<file path="src/design/fwt_pkg.sv">
// Shared types for the Fenwick frequency table: operation codes, controller states, control structs.
package fwt_pkg;

   // Operation codes carried in the request kind field
   typedef enum logic [1:0] {
      OP_ADD    = 2'd0,
      OP_PREFIX = 2'd1,
      OP_RANGE  = 2'd2,
      OP_CLEAR  = 2'd3
   } op_type;

   // Controller states
   typedef enum logic [2:0] {
      ST_CLEAR,
      ST_IDLE,
      ST_DISPATCH,
      ST_ADD_RD,
      ST_ADD_WR,
      ST_SUM_RD,
      ST_SUM_ACC,
      ST_DONE
   } state_type;

   // Commands from controller to datapath
   typedef struct packed {
      logic accept;     // latch a new request
      logic mem_rd;     // read node at current position
      logic add_wr;     // write node + delta, step position up
      logic sum_acc;    // fold node into accumulator, step position down
      logic next_phase; // range sum: start subtracting the lower prefix
      logic clr_wr;     // zero one node of the sweep
      logic load_rsp;   // move the result into the output register
   } cmd_type;

   // Status from datapath to controller
   typedef struct packed {
      op_type op;
      logic   err;
      logic   reversed;
      logic   pos_zero;
      logic   pos_in_range;
      logic   phase;
      logic   sweep_last;
      logic   pending;
      logic   rsp_busy;
   } status_type;

endpackage

</file>
<file path="src/design/fwt_ctrl.sv">
// Controller of the Fenwick frequency table: sequences clears and tree walks.
module fwt_ctrl
   import fwt_pkg::*;
(
   input  logic       clock,
   input  logic       reset,
   input  logic       req_tvalid,
   output logic       req_tready,
   input  status_type status,
   output cmd_type    cmd
);

   state_type state_ff, state_in;

   always_ff @(posedge clock) begin
      if (reset) state_ff <= ST_CLEAR;
      else       state_ff <= state_in;
   end

   // Next state
   always_comb begin
      state_in = state_ff;
      unique case (state_ff)
         ST_CLEAR: begin
            if (status.sweep_last) state_in = status.pending ? ST_DONE : ST_IDLE;
         end
         ST_IDLE: begin
            if (req_tvalid) state_in = ST_DISPATCH;
         end
         ST_DISPATCH: begin
            if (status.err || (status.op == OP_RANGE && status.reversed)) begin
               state_in = ST_DONE;
            end else begin
               unique case (status.op) inside
                  OP_CLEAR:            state_in = ST_CLEAR;
                  OP_ADD:              state_in = ST_ADD_RD;
                  OP_PREFIX, OP_RANGE: state_in = ST_SUM_RD;
                  default:             state_in = ST_DONE;
               endcase
            end
         end
         ST_ADD_RD: begin
            state_in = status.pos_in_range ? ST_ADD_WR : ST_DONE;
         end
         ST_ADD_WR: state_in = ST_ADD_RD;
         ST_SUM_RD: begin
            if (!status.pos_zero)                             state_in = ST_SUM_ACC;
            else if (!(status.op == OP_RANGE && !status.phase)) state_in = ST_DONE;
         end
         ST_SUM_ACC: state_in = ST_SUM_RD;
         ST_DONE: begin
            if (!status.rsp_busy) state_in = ST_IDLE;
         end
         default: state_in = ST_IDLE;
      endcase
   end

   // Outputs
   always_comb begin
      cmd        = '0;
      req_tready = 1'b0;
      unique case (state_ff)
         ST_CLEAR: cmd.clr_wr = 1'b1;
         ST_IDLE: begin
            req_tready = 1'b1;
            cmd.accept = req_tvalid;
         end
         ST_ADD_RD: cmd.mem_rd = status.pos_in_range;
         ST_ADD_WR: cmd.add_wr = 1'b1;
         ST_SUM_RD: begin
            cmd.mem_rd     = !status.pos_zero;
            cmd.next_phase = status.pos_zero && status.op == OP_RANGE && !status.phase;
         end
         ST_SUM_ACC: cmd.sum_acc = 1'b1;
         ST_DONE: cmd.load_rsp = !status.rsp_busy;
         default: cmd = '0;
      endcase
   end

endmodule

</file>
<file path="config.mk">
export PLATFORM = sky130hd
export DESIGN_NAME = fwt_ctrl
export DESIGN_NICKNAME = d
export VERILOG_FILES = /design/src/design/fwt_pkg.sv /design/src/design/fwt_ctrl.sv
export SDC_FILE = /design/constraint.sdc
export NUM_CORES = 1
export LEC_CHECK = 0
export ABC_AREA = 1
export BUFFER_PORTS_ARGS = -buffer_cell sky130_fd_sc_hd__buf_2
export CAP_MARGIN = 20
export CELL_PAD_IN_SITES_DETAIL_PLACEMENT = 0
export CELL_PAD_IN_SITES_GLOBAL_PLACEMENT = 2
export CORE_MARGIN = 5
export CORE_UTILIZATION = 23
export DETAILED_ROUTE_END_ITERATION = 12
export GPL_TIMING_DRIVEN = 0
export PLACE_DENSITY_LB_ADDON = 0.3
export SLEW_MARGIN = 20
export SYNTH_ARGS = -nofsm -noshare
export SYNTH_HDL_FRONTEND = slang
export SYNTH_SLANG_ARGS = --single-unit
</file>
<file path="constraint.sdc">
create_clock -name clock -period 1.4 [get_ports clock]
set_clock_uncertainty 0.05 [all_clocks]
set_input_delay 0.14 -clock clock [delete_from_list [all_inputs] [get_ports clock]]
set_output_delay 0.14 -clock clock [all_outputs]
set_load 0.1 [all_outputs]
</file>
==> results of run 1 <==
-- critical path, stage by stage (launching register included) --
cell,delay (ps)
dfxtp_4,350
buf_12,140
nor2_4,110
nand2_4,80
nor2_4,120
buf_12,180
-- synthesized netlist by cell type, drive strengths merged --
| cell | count | area share |
|---|---|---|
| dfxtp | 3 | 0.12 |
| nand3 | 11 | 0.14 |
| nor2 | 13 | 0.13 |
| nor3 | 3 | 0.075 |
| o21ai | 2 | 0.020 |
| ha | 3 | 0.075 |
| o22ai | 1 | 0.013 |
| nand3b | 3 | 0.070 |
| a21oi | 1 | 0.010 |
| buf | 3 | 0.067 |
| nand2 | 14 | 0.11 |
| nand4 | 3 | 0.038 |
| inv | 16 | 0.14 |
-- where the power goes --
group / internal (mW) / switching [mW]
Clock: 0.107 / 0.0426
Combinational: 0.680 / 1.02
Sequential: 0.134 / 0.0315
Total: 0.920 / 1.10
-- layer usage --
metal  vias to the layer above  wire, um  global-route usage
met5                         -         0                   0
met4                         0         0              0.0305
met3                         0        51              0.0138
met2                        14       733               0.140
met1                       243       635               0.114
li1                        312         -                   -
-- logic make-up (layout without fill, tap and decap cells) --
group           count (synthesis)  after routing  share of synthesized area
flops                           3              3                      0.120
buf+inv                        19             53                      0.203
fa+ha+maj                       3              3                     0.0750
compound gates                  4              4                     0.0425
simple gates                   47             47                      0.560
-- cells in the final DEF, fill, tap and decap left out --
cell type / instances
inv_2: 1
inv_1: 13
nor2_4: 5
buf_4: 10
nor2_1: 7
dfxtp_2: 2
nand3b_1: 2
nand3_1: 9
buf_12: 7
dfxtp_4: 1
o21ai_0: 1
buf_2: 12
nor2_2: 1
ha_1: 3
nand4_1: 3
a21oi_1: 1
nand3b_4: 1
nor3_4: 3
o22ai_4: 1
buf_6: 2
buf_8: 1
clkinv_8: 2
clkbuf_4: 3
clkbuf_16: 1
o21ai_1: 1
nand3_4: 2
nand2_1: 12
clkbuf_1: 1
nand2_2: 1
nand2_4: 1
-- area by class of cell --
cell class / instances / area [um^2]
Tap cell: 27 / 33.8
Multi-Input combinational cell: 54 / 407
Timing Repair Buffer: 30 / 292
Buffer: 3 / 46.3
Fill cell: 215 / 1070
Inverter: 16 / 85.1
Sequential cell: 3 / 66.3
Clock buffer: 4 / 26.3
-- timing repair --
| action | CTS | global route |
|---|---|---|
| endpoints found under the hold margin | 0 | 0 |
| resized for setup | 27 | 20 |
| pin swaps | 1 | 3 |
| endpoints found under the setup margin | 8 | 9 |
| buffers inserted | 4 | 5 |
| gates cloned | 0 | 1 |
-- metrics by stage --
step	area (um^2)	setup slack (ps)
floorplan	536	-353
global placement	669	-73.7
detailed placement	669	-76.1
CTS	822	-37.3
global route	956	-53.2
finish	956	-10.8
-- path summary, 6_finish.rpt --
kind	from	to	slack, ps	cells after the start
hold / removal	reset	state_ff[2]	100	4
hold reg to reg	state_ff[1]	state_ff[1]	660	5
setup / recovery	state_ff[1]	cmd[6]	-10	5
setup reg to reg	state_ff[2]	state_ff[2]	70	9
==> impl_results.md, run 1 <==
* Syn Nets at between 90 and 100
* Setup-failing EPs final at 2
* Final-report max-slew violation count at 0
* Failing checks: negative setup slack
* FMAX at ~710 MHz
* Clk pin slew, worst setup/hold paths at approximately 40 ps
* Yosys cell types at 22
* RSZ-0062 raised after global routing: yes
* Core box area at about 2000 um^2
* Max Cap Violations at 0
* CP startpoint kind: flop
* CTS tree: done
* Syn Std Cell Area at 500 um^2
* Die ar. at around 3200 um^2
* WL final at between 1 and 1.5 mm
* Post-route DRC at 0
* P&R area growth vs syn at 91.0%
* Fin crit share at 1.01
* Detail Placement HPWL at roughly 1.1 mm
* Grt ovf at 0
* 1st-pass router iterations at 3
* Worst Tran Pin Value at 280 ps
* Largest register FFs at 3
* Placed Instances at around 120
* Initial DRC Count at 2
* Hold Fails Final Rpt at 0
* Setup_tns at -16.5 ps
* Status: finished with violations
* Layout Nets at 127
* Hold WS at between 100 and 150 ps
* CTS max path bufs at 2
* Yosys warns at 0
* Sequential-to-total area share from yosys stat at 0.120
* Biggest register: state_ff
* Routed wire per std cell at 10.4 um
* Vias per cell at 4.15
* Via count at 569
* Hold-fix buffers at CTS at 0
* Initial antenna violation count at 0
* Die W at 56.6 um
* Synthesis-stage register bit count at 3
* CTS Sinks at 3
* Slew headroom at 0.815
* Final Critical Period at roughly 1400 ps
* # rows at 16
* Htree depth at 1
* Final Total Pwr at ~2 mW
* Post-route ant nets at 0
* Worst Path Arrival at roughly 1200 ps
* CP Data Required Time at 1210 ps
* First-pass GRT wire length at around 2.3 mm
* Syn_area_per_cell at between 6 and 7 um^2
* Largest net degree at the start of global routing at 11
* Clk Latency, worst-skew pair at ~230 ps
* Fin cells at 137
* CTS root buf: clkbuf_4
* CTS Buf Count at 3
* Ports at 21
* Die height at around 57 um
* CP max FO at 5
* CP Class: reg -> out
* Share of cells above drive strength 1 at 0.518
* Vias in the first global route at approximately 540
* Syn Inst Count at between 70 and 80
* PD cells at around 2100 nW/um^2
* Initial core utilization at 0.248
* Final Core Density at 0.473
* Largest registers: state_ff (3)
* Worst Setup End Kind: primary output
* Routability cong. at 0.707
* IO Port Bufs at 20
* Worst min path class: in -> reg
* Tot GR Track Use at 0.0865
* # diodes at 0
* Worst VDD drop at about 1500 uV
* Leakage at 0.467 nW
* Final worst setup slack at -10.8 ps
Note: power is estimated with default switching activity, not from simulation.
==> run 2: changes to the inputs <==
- CORE_UTILIZATION: 23 -> 20
- clock period: 1.4 -> 1.29 ns (I/O delays scaled with it)
==> run 2 against run 1 <==
Compared with the run above:
- the run still ends with negative setup slack left
- critical path type unchanged
- clock power grew 8%
- non-clock buffer count fell by 4
- global-route usage up 0.12 points
- sequential power up 4%
- via count grew 2.6%
- power is 11% higher
- cell area increased by 2.2%
- clock-buffer cell count is the same
- setup slack lost 100 ps
- wire length grew 1.1%
- cell count shrank 0.73%
==> impl_results.md, run 2 (synthesized netlist as in run 1, its figures left out) <==
* Status: finished with violations
* Failing checks: negative setup slack
* Share of cells above drive strength 1 at 0.566
* Setup-failing EPs final at 8
* Hold Fails Final Rpt at 0
* First-pass GRT wire length at ~2.5 mm
* CTS max path bufs at 2
* CP max FO at 10
* Initial DRC Count at 10
* Tot GR Track Use at 0.0877
* FF-to-FF path depth at 10
* CTS Buf Count at 3
* Fin cells at 136
* Setup_tns at -511 ps
* Initial core utilization at 0.206
* CP Class: reg -> out
* Hold-fix buffers at CTS at 0
* CTS Sinks at 3
* M1 WL at between 600 and 700 um
* Routability cong. at 0.732
* Worst hold path stage count at 4
* Critical Path, Cell by Cell: buf_12, nor2_4, nand2_4, nor2_4, buf_12
* RSZ-0062 raised after global routing: yes
* 1st-pass router iterations at 2
* Htree depth at 1
* Reg power frac at 0.076
* Post-route ant nets at 0
* Post-route DRC at 0
* Register area at between 60 and 70 um^2
* Leakage at around 0.45 nW
* Biggest register: state_ff
* Largest net degree at the start of global routing at 11
* Worst Setup End Kind: primary output
* Fill count at between 200 and 300
* CP startpoint kind: flop
* Hold WS at between 100 and 150 ps
* Vias in the first global route at between 600 and 700
* Final worst setup slack at -113 ps
* WP buf/inv at 2
* IO Port Bufs at 20
* Ports at 21
* Highest metal used: met4
* Crit path max-delay family: simple AND/OR/NAND/NOR gates
* CP Data Required Time at 1110 ps
* Die ar. at about 3600 um^2
* Clk pin slew, worst setup/hold paths at 40 ps
* Routed wire per std cell at 10.6 um
* P&R area growth vs syn at 95.2%
* Slew headroom at 0.852
* PD cells at ~2300 nW/um^2
* Worst min path class: in -> reg
* Final Critical Period at 1400 ps
* Critical path's slowest cell: dfxtp_2
* Multi-input logic area at 439 um^2
* Final Core Density at 0.402
* Sw Ratio at 0.548
* FMAX at about 710 MHz
* Critical path's largest stage delay at approximately 320 ps
* CTS root buf: clkbuf_4
* Clock power share at 0.072
* Vias per cell at ~4.3
* Worst path depth at 5
* Die height at 60.0 um
* WL final at around 1.4 mm
* Largest register FFs at 3
* Via count at 584
* Placed Instances at between 100 and 150
* CTS tree: done
* Met2 wire length at around 760 um
* Layout Nets at roughly 120
* Internal power at between 1 and 1.5 mW
* NetSw at 1.23 mW
* Largest registers: state_ff (3)
* Met3 WL post-DR at about 50 um
* Max Cap Violations at 0
* Fin crit share at 1.09
* Initial antenna violation count at 0
* Core box area at between 2000 and 2500 um^2
* Worst Tran Pin Value at approximately 220 ps
* Most frequent cells in the layout: nand2_1 (12), buf_2 (12), inv_1 (11)
* R2r setup slk at around 10 ps
* Clk Latency, worst-skew pair at 230 ps
* # diodes at 0
* Final-report max-slew violation count at 0
* Detail Placement HPWL at between 1 and 1.5 mm
* Final Total Pwr at ~2.2 mW
* # rows at 18
* Grt ovf at 0
* Logic pwr share at 0.852
* Die W at 60.0 um
* Worst Path Arrival at between 1000 and 1500 ps
* Worst VDD drop at 1270 uV
[run 2: stage by stage]
stage	worst slack (ps)	area, um^2
after global placement	-176	692
final	-113	977
after global routing	-159	977
after CTS	-113	916
after detailed placement	-190	692
after floorplan	-463	554
[run 2: final cells by class]
| cell class | instances | area share |
|---|---|---|
| multi-input combinational | 54 | 0.449 |
| timing repair buffer | 26 | 0.275 |
| inverter | 16 | 0.0883 |
| sequential | 3 | 0.0653 |
| buffer | 3 | 0.0563 |
| tap | 30 | 0.0384 |
| clock buffer | 4 | 0.0269 |
[run 2: worst paths after layout]
check                                 start          end
worst min-delay path                  reset  state_ff[2]
worst max register to register  state_ff[0]  state_ff[1]
worst max-delay path            state_ff[1]       cmd[6]
worst min register to register  state_ff[1]  state_ff[1]
[run 2: power groups by stage]
stage	Clock, mW	Sequential, mW	Combinational (mW)
global placement	0	0.151	1.39
detailed placement	0	0.152	1.39
CTS	0.169	0.168	1.78
finish	0.161	0.171	1.91
global route	0.171	0.175	2.03
floorplan	0	0.150	1.19
[run 2: routing by layer]
metal  track usage  vias up
met5             0        -
met4        0.0475        0
met3       0.00432        4
met2         0.147       15
met1         0.112      261
li1              -      304
[run 2: worst reg2reg max path: cells and delay by family, from the launching register on]
| family | cells | cell delay [ps] |
|---|---|---|
| simple gates | 7 | 460 |
| flops | 1 | 330 |
| buf+inv | 3 | 320 |
[run 2: repair_timing]
action / 4_1_cts / 5_1_grt
pin swaps: 5 / 6
setup endpoints to repair: 9 / 11
buffers inserted: 4 / 2
resized for setup: 47 / 12
==> run 3: changes to the inputs <==
- CORE_MARGIN: 5 -> 2
==> run 3 against run 2 <==
Compared with the run above:
- the run still ends with negative setup slack left
- global-route usage is 2.4 points higher
- die area is 19% lower
- core utilization is 2.9 points higher
- critical path type unchanged
- largest power group unchanged
- highest routed layer is now met3
==> impl_results.md, run 3 (synthesized netlist as in run 1, its figures left out) <==
* Status: finished with violations
* Failing checks: negative setup slack
* Worst Path Arrival at ~1200 ps
* P&R area growth vs syn at 109%
* Worst hold path stage count at 4
* Via count at 602
* CP Data Required Time at ~1100 ps
* Routability cong. at about 0.70
* Slew headroom at 0.867
* Most frequent cells in the layout: buf_2 (12), buf_4 (12), inv_1 (11), nand2_1 (11), buf_12 (9)
* Layout Nets at between 100 and 150
* Max Cap Violations at 0
* IO Port Bufs at 20
* Largest net degree at the start of global routing at 9
* Hold path endpoint: state_ff[2]
* 1st-pass router iterations at 3
* Detail Placement HPWL at roughly 1.0 mm
* Leakage at around 0.5 nW
* CTS root buf: clkbuf_4
* Worst min path class: in -> reg
* Hold path start: reset
* Register area at 66.3 um^2
* Clk Latency, worst-skew pair at 230 ps
* Biggest register: state_ff
* Die W at around 54 um
* Worst Tran Pin Value at approximately 200 ps
* CP max FO at 5
* Hold Fails Final Rpt at 0
* Final Critical Period at 1410 ps
* DP Area at 692 um^2
* FF-to-FF path depth at 10
* Initial antenna violation count at 0
* Post-route ant nets at 0
* Vias in the first global route at 554
* Critical Path Source: state_ff[1]
* Routed wire per std cell at around 10 um
* RSZ-0062 raised after global routing: yes
* CTS max path bufs at 2
* Fill count at between 200 and 300
* Initial DRC Count at 3
* CTS tree: done
* Final Cell Area at between 1000 and 1500 um^2
* CTS Sinks at 3
* Setup slack after placement at -184 ps
* Largest registers: state_ff (3)
* Htree depth at 1
* WL final at 1.47 mm
* # diodes at 0
* Clk pin slew, worst setup/hold paths at roughly 40 ps
* Ports at 21
* Largest register FFs at 3
* Final worst setup slack at -116 ps
* CP startpoint kind: flop
* Die height at approximately 54 um
* # rows at 18
* Worst VDD drop at 1210 uV
* Worst Setup End Kind: primary output
* Worst R2R End: state_ff[1]
* CTS Buf Count at 3
* First-pass GRT wire length at roughly 2.3 mm
* Share of cells above drive strength 1 at 0.605
* Core box area at about 2400 um^2
* Vias per cell at roughly 4.2
* FMAX at 711 MHz
* Setup-failing EPs final at 10
* Initial core utilization at 0.206
* Hold-fix buffers at CTS at 0
* CP Class: reg -> out
* Multi-input logic area at ~430 um^2
* Fin crit share at 1.09
* Grt ovf at 0
* Post-route DRC at 0
* Tot GR Track Use at 0.112
* PD cells at approximately 2300 nW/um^2
* R2r setup slk at -10 ps
* FF-to-FF Start: state_ff[1]
* Final-report max-slew violation count at 0
* Die ar. at 2920 um^2
## run 3: worst max path at each step
stage	endpoint	slack (ps)
after floorplan	state_ff[1]	-460
after global placement	cmd[5]	-180
after detailed placement	cmd[5]	-180
after CTS	cmd[5]	-120
after global routing	cmd[5]	-180
final	cmd[6]	-120
## run 3: per-stage QoR
step	instances	hold slack (ps)	power, mW	setup TNS [ps]	utilization
after floorplan	76	227	1.34	-1860	-
after global placement	126	335	1.54	-496	0.284
after detailed placement	126	338	1.54	-516	0.284
after CTS	140	97.4	2.27	-723	0.401
after global routing	144	97.3	2.60	-1330	0.431
final	144	93.8	2.43	-580	0.431
## run 3: timing repair
| action | 4_1_cts | 5_1_grt |
|---|---|---|
| setup endpoints to repair | 9 | 11 |
| hold endpoints to repair | 0 | 0 |
| buffers inserted | 9 | 4 |
| pin swaps | 10 | 10 |
| resized for setup | 48 | 12 |
| cloned | 1 | 0 |
## run 3: final cells by class
cell class / instances / area share
buffer: 3 / 0.0478
clock buffer: 4 / 0.0251
inverter: 16 / 0.0824
multi-input combinational: 54 / 0.412
sequential: 3 / 0.0633
tap: 30 / 0.0358
timing repair buffer: 34 / 0.333
## run 3: power by group
part | switching [mW] | total, mW | leakage, nW | internal [mW]
Combinational | 1.19 | 2.08 | 0.451 | 0.894
Clock | 0.0458 | 0.162 | 0.0150 | 0.116
Sequential | 0.0413 | 0.187 | 0.0261 | 0.146
Total | 1.27 | 2.43 | 0.492 | 1.16
## run 3: layer usage
| layer | up-vias | GRT usage | part of all wire |
|---|---|---|---|
| li1 | 321 | - | - |
| met1 | 269 | 0.132 | 0.42 |
| met2 | 12 | 0.195 | 0.54 |
| met3 | 0 | 0.0278 | 0.033 |
| met4 | 0 | 0.0375 | 0 |
| met5 | - | 0 | 0 |
## run 3: worst max-delay path, cell delays in order, from the launching register on
cell and delay [ps]:
dfxtp_4 360, buf_12 150, nor2_4 120, nand2_4 90, nor2_4 100, buf_12 180
